`config.mk`:
```
export PLATFORM = sky130hd
export DESIGN_NAME = ilt_cell
export DESIGN_NICKNAME = d
export VERILOG_FILES = /design/src/rtl/ilt_pkg.sv /design/src/rtl/ilt_cell.sv
export SDC_FILE = /design/constraint.sdc
export NUM_CORES = 1
export LEC_CHECK = 0
export BUFFER_PORTS_ARGS = -buffer_cell sky130_fd_sc_hd__buf_4
export CORE_ASPECT_RATIO = 1.25
export CORE_UTILIZATION = 32
export DETAILED_ROUTE_END_ITERATION = 10
export GPL_ROUTABILITY_DRIVEN = 0
export GPL_TIMING_DRIVEN = 1
export PLACE_DENSITY = 0.69
export SLEW_MARGIN = 5
export SYNTH_ARGS = -nofsm -noshare
export SYNTH_HDL_FRONTEND = slang
export SYNTH_SLANG_ARGS = --single-unit
```
`constraint.sdc`:
```
create_clock -name clk -period 5.6 [get_ports clk]
set_clock_uncertainty 0.15 [all_clocks]
set_input_delay 1.12 -clock clk [delete_from_list [all_inputs] [get_ports clk]]
set_output_delay 1.12 -clock clk [all_outputs]
set_load 0.01 [all_outputs]
```
`src/rtl/ilt_pkg.sv`:
```
// Shared types and codes for the indexed list table.
// Used by ilt_cell and indexed_list_table_unit; depends on nothing.
`default_nettype none

package ilt_pkg;

    typedef enum logic [3:0] {
        MODE_APPEND     = 4'd0,
        MODE_INSERT     = 4'd1,
        MODE_REMOVE_AT  = 4'd2,
        MODE_REMOVE_VAL = 4'd3,
        MODE_READ       = 4'd4,
        MODE_FIRST      = 4'd5,
        MODE_LAST       = 4'd6,
        MODE_FIND_FIRST = 4'd7,
        MODE_FIND_LAST  = 4'd8,
        MODE_CLEAR      = 4'd9
    } mode_t;

    typedef enum logic [2:0] {
        STATUS_OK        = 3'd0,
        STATUS_RANGE     = 3'd1,
        STATUS_EMPTY     = 3'd2,
        STATUS_FULL      = 3'd3,
        STATUS_NOT_FOUND = 3'd4
    } status_t;

    typedef enum logic {
        ST_IDLE,
        ST_EXEC
    } state_t;

    // Shift command broadcast to every cell of the chain.
    typedef struct packed {
        logic ins;  // open a slot at pos, later entries move up
        logic rem;  // drop the entry at pos, later entries move down
    } cell_cmd_t;

    localparam int POS_PORT_W   = 7;
    localparam int VALUE_PORT_W = 32;

endpackage

`default_nettype wire

```
`src/rtl/ilt_cell.sv`:
```
// One list entry of the chain: holds a value, shifts to or from its
// neighbors and compares against the search value. Depends on ilt_pkg.
`default_nettype none

module ilt_cell
    import ilt_pkg::*;
#(
    parameter int INDEX       = 0,
    parameter int POS_W       = 7,
    parameter int VALUE_WIDTH = 32
) (
    input  wire logic                   clk,
    input  wire cell_cmd_t              cmd,
    input  wire logic [POS_W-1:0]       pos,
    input  wire logic                   cmp_en,
    input  wire logic [VALUE_WIDTH-1:0] new_val,
    input  wire logic [VALUE_WIDTH-1:0] prev_val,
    input  wire logic [VALUE_WIDTH-1:0] next_val,
    output logic      [VALUE_WIDTH-1:0] entry,
    output logic                        match
);

    localparam logic [POS_W-1:0] MY_IDX = POS_W'(INDEX);

    logic [VALUE_WIDTH-1:0] entry_reg;
    logic [VALUE_WIDTH-1:0] entry_next;
    logic                   match_reg;

    always_comb
    begin
        entry_next = entry_reg;
        if (cmd.ins)
        begin
            if (MY_IDX == pos)
                entry_next = new_val;
            else if (MY_IDX > pos)
                entry_next = prev_val;
        end
        else if (cmd.rem)
        begin
            if (MY_IDX >= pos)
                entry_next = next_val;
        end
    end

    always_ff @(posedge clk)
    begin
        entry_reg <= entry_next;
        if (cmp_en)
            match_reg <= (entry_reg == new_val);
    end

    assign entry = entry_reg;
    assign match = match_reg;

endmodule

`default_nettype wire

```
### Word-level counts from Yosys, hierarchy flattened

Index checks and enable logic that the tools add are counted.

| word-level totals | value |
|---|---|
| register bits after elaboration | 33 |
| bits in latches | 0 |
| RAM bits | 0 |
| memory bits (read-only) | 0 |
| input bits | 107 |
| logic and storage cells | 15 |
| memories | 0 |

| cells by class | value |
|---|---|
| add/subtract/negate cells | 0 |
| multipliers | 0 |
| divide/modulo/power cells | 0 |
| $lt $le $gt $ge | 2 |
| eq/ne operators | 2 |
| shifts and indexed selects | 0 |
| muxes and demuxes | 5 |
| bitwise gates (word level) | 0 |
| reductions and logical operators | 4 |

Operator list:

| cell | count |
|---|---|
| $mux 32 | 5 |
| $eq 32x32->1 | 1 |
| $ge 1x7->1 const A | 1 |
| $gt 1x7->1 const A | 1 |
| $logic_not 7->1 | 1 |
| $reduce_bool 2->1 | 2 |
| $ne 3x1->1 const B | 1 |
| $reduce_and 3->1 | 1 |

### Depth between registers and ports, before layout

Gate-level depths: netlist of the first run.

| logic depth | value |
|---|---|
| depth after elaboration | 4 |
| mapped depth | 6 |
| gate-level depth less buffers | 4 |

### Worst setup path after synthesis of the first run

OpenSTA, ideal clock, no wires.

| timing path | value |
|---|---|
| path kind | input-to-reg |
| start point | input pos[4] |
| end point | register entry_reg[0], in the netlist entry[0] (enable) |
| setup time | 0.421 ns |
| data arrival time | 3.704 ns |
| slack | 1.325 ns |
| stages | 5 |
| path buffers | 2 |
| cells stage by stage | or4_4 -> or4_1 -> buf_2 -> buf_6 -> nor2_1 |

| between the ends | value |
|---|---|
| longest elaborated chain between the ends | 3 |

Ends and longest elaborated chain:

| element | line | source |
|---|---|---|
| start: declaration | ilt_cell.sv:14 | `input wire logic [POS_W-1:0] pos,` |
| $gt 1x7->1, or another cell as far along | ilt_cell.sv:36 | `else if (MY_IDX > pos)` |
| $ne 3x1->1 (no source line) / $reduce_bool 2->1 (equally long branches) | -- |  |
| $reduce_and 3->1 (no source line) * | -- |  |
| end signal: assignment | ilt_cell.sv:48 | `entry_reg <= entry_next;` |
| end: declaration | ilt_cell.sv:25 | `logic [VALUE_WIDTH-1:0] entry_reg;` |

Mark *: on every way between the ends. The rest lies on a longest branch, timed or not.
A chain may end at the register's enable or synchronous reset.

### Worst setup path in the final report of the first run

| timing path | value |
|---|---|
| start point | input pos[4] |
| end point | register entry_reg[27], in the netlist entry[27] (enable) |

The elaborated chain is that of the path after synthesis.

==> impl_metrics.csv, run 1 <==
group,metric,value,unit
routing,drc,0,
clock_tree,cts_buffers,5,
routing,first_iter_violations,126,
cells_and_area,antenna_cells,0,
global_route,grt_max_degree,66,
sta,fin_crit_sh,61.6,%
floorplanning,start_util,32.9,%
placement,dpl.hpwl,4790,um
cells_and_area,nNetsFinal,464,
synth,synth_area_per_cell,9.04,sq um
sta,max_freq,290,MHz
sta,fin_tns_setup,0,ps
setup_path,path_cells,"buf_4, or4_4, or4_1, buf_4, nor2_4",
clock_tree,cts_max_path_buffers,2,
global_route,antenna_found_initial,0,
setup_path,cpMostUsedCell,"buf_4",
cells_and_area,drive_gt1_share,41.7,%
setup_path,slowest_delay,740,ps
floorplanning,chipWidth,73.0,um
synth,ys.flop_type,"edfxtp_1",
run,cap_violations,0,
floorplanning,core_area,6130,sq um
synth,synth_cell_types,13,
synth,synth_top_cell_by_area,"edfxtp_1",
clock_tree,cts_hold_buf,0,
routing,wl_per_cell,13.9,um
synth,yosys_warnings,0,
sta,hold_violations,0,
sta,final-max-slew-violation-count,0,
synth,syn_area,2020,sq um
cells_and_area,nFillCells,626,
floorplanning,dieArea,6630,sq um
placement,io_buffers,139,
setup_path,arrival,3210,ps
synth,yosysMostFrequentCell,"nand2_1",
synth,synth-async-reset-ratio,0,%
setup_path,crit_type,"in2reg",
synth,synth_edf_count,33,
setup_path,cp-start-kind,"primary input",
cells_and_area,syn2layout_area_growth,58.4,%
routing,drtPass1Iterations,5,
routing,avgViaCountPerCell,4.80,
clock_tree,ctsResizeCount,0,
clock_tree,path_clk_slew,70,ps
floorplanning,die_height,90.8,um
synth,ys_seq_elements,33,
global_route,grt_pass1_wl,9510,um
sta,worstMarginPinSlew,898,ps
setup_path,worstPathRequired,5360,ps
power_and_ir_drop,combPwrFrac,19.7,%
sta,post-route-min-period,3450,ps
synth,synth_area_leaders,"edfxtp_1 (49%), xor2_1 (14%), nand2_1 (12%)",
power_and_ir_drop,leakagePower,0.00143,uW
sta,rsz0062_at_grt,"false",
clock_tree,cts.htree.levels,2,
global_route,globalRouteOverflowTotal,0,
power_and_ir_drop,power.internal,425,uW
setup_path,crit_fanout,33,
cells_and_area,final_cells,442,
power_and_ir_drop,p_clk_share,30.2,%
synth,seq_area_frac_synth,49.1,%
global_route,grt_pass1_vias,2024,
clock_tree,cts-root-buf,"clkbuf_8",
outcome,outcome,"finished, final reports clean",
power_and_ir_drop,p_per_area,172,nW/um^2
synth,synth_nets,330,
clock_tree,cts.sinks,33,
power_and_ir_drop,p_seq_share,50.1,%
synth,netlist_instances,223,
power_and_ir_drop,peakVddDrop,0.0885,mV
sta,setup_viol,0,
sta,relSlewSlack,40.0,%
routing,wirelength,6150,um
clock_tree,clkLatencyLatePin,280,ps
placement,dpl.cell_count,435,
power_and_ir_drop,p_sw,126,uW
clock_tree,cts_setup_buffers,0,
worst_hold_path,hold_class,"reg2reg",
routing,via_count,2123,
power_and_ir_drop,p_sw_share,22.8,%
cells_and_area,largest_reg_flops,32,
synth,synth_common_cells,"nand2_1 (64), nor2_1 (35), edfxtp_1 (33)",
setup_path,endpoint_kind,"register",
synth,synth_top_area_share,49.1,%
setup_path,crit_path_top_delay_cell,"nor2_4",
clock_tree,cts_tree,"built",
global_route,track_usage,18.8,%
floorplanning,rows,32,
floorplanning,io_pins,140,
routing,postRouteAntennaNets,0,
==> layout by cell type (no fill, tap or decap) <==
cell,instances
clkbuf_8,5
or4_4,1
buf_4,141
clkbuf_1,1
or4_1,1
xor2_1,32
edfxtp_1,33
a31oi_1,32
nand2_1,64
nor2_1,34
nor2_4,1
clkinv_1,1
nor4_1,8
nand4_1,2
nor4_4,1
==> metrics by stage <==
step / hold slack, ps / cell area (sq um) / total power (uW) / util [%] / setup WS [ps]
5_1_grt: 776 / 3190 / 574 / 52.1 / 2030
2_1_floorplan: 693 / 2020 / 318 / - / 1330
3_5_place_dp: 697 / 3120 / 391 / 50.9 / 1830
4_1_cts: 709 / 3190 / 556 / 52.1 / 2120
3_3_place_gp: 687 / 3120 / 389 / 50.9 / 1850
6_report: 709 / 3190 / 551 / 52.1 / 2150
==> logic make-up (layout without fill, tap and decap cells) <==
family	Yosys count	count (layout)	synth area share, %
flops	33	33	49.1
simple gates	112	112	23.1
buf+inv	14	148	3.97
compound gates	32	32	9.93
xor+xnor	32	32	13.9
==> critical path, delay by kind of cell <==
| kind | cells | cell delay [ps] |
|---|---|---|
| buffers and inverters | 2 | 370 |
| AND/OR/NAND/NOR | 3 | 1690 |
==> final timing paths <==
kind | end | cells past startpoint | slack (ps) | from
max | entry[27] | 5 | 2150 | pos[4]
max reg2reg | match | 4 | 3890 | entry[31]
min | match | 4 | 710 | entry[1]
min reg2reg | match | 4 | 710 | entry[1]
==> layer usage <==
metal	vias up	GRT usage [%]	routed length (um)
met2	113	33.4	3210
li1	1046	-	-
met4	0	4.90	112
met1	953	21.8	2320
met5	-	0	0
met3	11	4.80	512
==> layout make-up <==
type / count / area [sq um] / area share (%)
Sequential cell: 33 / 991 / 31.0
Multi-Input combinational cell: 176 / 962 / 30.1
Tap cell: 85 / 106 / 3.33
Timing Repair Buffer: 141 / 1060 / 33.1
Clock buffer: 6 / 72.6 / 2.27
Clock inverter: 1 / 3.75 / 0.118
==> power by group through the flow <==
stage	clock network [uW]	registers, uW	logic [uW]
floorplan	0	282	36.0
global placement	0	281	107
detailed placement	0	282	110
CTS	170	276	110
global route	179	276	119
finish	166	276	108
Power figures use the tool's default switching activity.
==> run 2: changes to the inputs <==
Settings changed: PLACE_DENSITY 0.69 to 0.71.
Clock period 5.6 ns to 2.8 ns, I/O delays scaled along.
==> impl_metrics.csv, run 2 (synthesis gave the netlist of run 1 again) <==
group,metric,value,unit
outcome,outcome,"finished, final reports clean",
routing,postRouteAntennaNets,0,
sta,final-max-slew-violation-count,0,
sta,fin_crit_sh,81.6,%
routing,wl_per_cell,14.0,um
cells_and_area,largest_reg_flops,32,
worst_hold_path,hold_class,"in2reg",
clock_tree,cts-root-buf,"clkbuf_8",
cells_and_area,layout_common_cells,"buf_4 (145), nand2_1 (64), nor2_1 (34), edfxtp_1 (33)",
setup_path,crit_type,"in2reg",
floorplanning,die_height,90.8,um
sta,max_freq,438,MHz
setup_path,worstPathRequired,2630,ps
setup_path,critPathBufInv,2,
cells_and_area,nFillCells,610,
cells_and_area,antenna_cells,0,
floorplanning,dieArea,6630,sq um
setup_path,endpoint_kind,"register",
clock_tree,cts_tree,"built",
routing,avgViaCountPerCell,4.78,
floorplanning,core_area,6130,sq um
placement,io_buffers,139,
floorplanning,rows,32,
cells_and_area,nNetsFinal,469,
routing,drc,0,
routing,drtPass1Iterations,6,
setup_path,slowest_delay,540,ps
setup_path,path_cells,"buf_4, or4_4, or4_1, nor2_4, buf_4",
clock_tree,path_clk_slew,70,ps
routing,via_count,2140,
sta,post-route-min-period,2290,ps
clock_tree,cts_max_path_buffers,2,
sta,setup_viol,0,
global_route,grt_max_degree,37,
clock_tree,cts.htree.levels,2,
clock_tree,clkLatencyLatePin,280,ps
power_and_ir_drop,power,1110,uW
placement,dpl.cell_count,440,
clock_tree,cts.sinks,33,
global_route,grt_pass1_vias,2085,
setup_path,crit_path_top_delay_cell,"or4_4",
power_and_ir_drop,leakagePower,0.00146,uW
global_route,grt_pass1_wl,9720,um
global_route,antenna_found_initial,0,
routing,wirelength,6290,um
routing,first_iter_violations,99,
cells_and_area,syn2layout_area_growth,61.1,%
setup_path,crit_fanout,14,
floorplanning,start_util,32.9,%
sta,worstMarginPinSlew,449,ps
global_route,track_usage,19.5,%
cells_and_area,multi_input_area,962,sq um
clock_tree,cts_buffers,5,
setup_path,critPathTopFamily,"simple AND/OR/NAND/NOR gates",
sta,rsz0062_at_grt,"false",
clock_tree,cts_hold_buf,0,
cells_and_area,drive_gt1_share,42.7,%
power_and_ir_drop,peakVddDrop,0.193,mV
sta,relSlewSlack,69.8,%
placement,dpl.hpwl,5060,um
setup_path,arrival,2110,ps
sta,worst_slack,514,ps
setup_path,cp-start-kind,"primary input",
clock_tree,cts_setup_buffers,0,
cells_and_area,final-seq-area,991,sq um
placement,post-place-ws,211,ps
run,cap_violations,0,
cells_and_area,final_cells,448,
floorplanning,chipWidth,73.0,um
cells_and_area,final_common_cell,"buf_4",
global_route,globalRouteOverflowTotal,0,
floorplanning,io_pins,140,
power_and_ir_drop,p_per_area,342,nW/um^2
setup_path,cpMostUsedCell,"buf_4",
sta,hold_violations,0,
clock_tree,ctsResizeCount,0,
## run 2: worst paths after layout
path              startpoint  slack (ps)  cells past startpoint       end
setup reg to reg   entry[27]        1160                      4     match
hold reg to reg     entry[9]         700                      4     match
hold / removal        cmp_en         320                      1     match
setup / recovery      pos[4]         510                      5  entry[8]
## run 2: power by group
part	total, uW	internal (uW)	switching [uW]
Sequential	552	550	1.82
Clock	339	167	172
Combinational	219	133	85.6
## run 2: cell type report
type,count,area share (%)
tap,85,3.27
timing repair buffer,146,34.1
multi-input combinational,176,29.6
sequential,33,30.5
clock buffer,5,2.12
clock inverter,3,0.385
## run 2: worst reg2reg max path: cells and delay by family (launching register included)
| family | cells | cell delay, ps |
|---|---|---|
| xor+xnor | 1 | 160 |
| flops | 1 | 430 |
| simple gates | 3 | 770 |
## run 2: layer usage
| layer | track usage, % | share of wire (%) | vias to the layer above |
|---|---|---|---|
| li1 | - | - | 1059 |
| met5 | 0 | 0 | - |
| met3 | 5.58 | 8.3 | 9 |
| met1 | 21.4 | 37 | 966 |
| met2 | 34.9 | 52 | 106 |
| met4 | 6.70 | 2.2 | 0 |
## run 2: per-stage QoR
stage                     area (sq um)  hold slack (ps)  setup TNS (ps)  util [%]
final                             3250              322               0      53.0
after detailed placement          3170              611               0      51.7
after CTS                         3250              317               0      53.0
after floorplan                   2020              522            -194         -
after global placement            3170              608               0      51.7
after global routing              3250              308               0      53.0
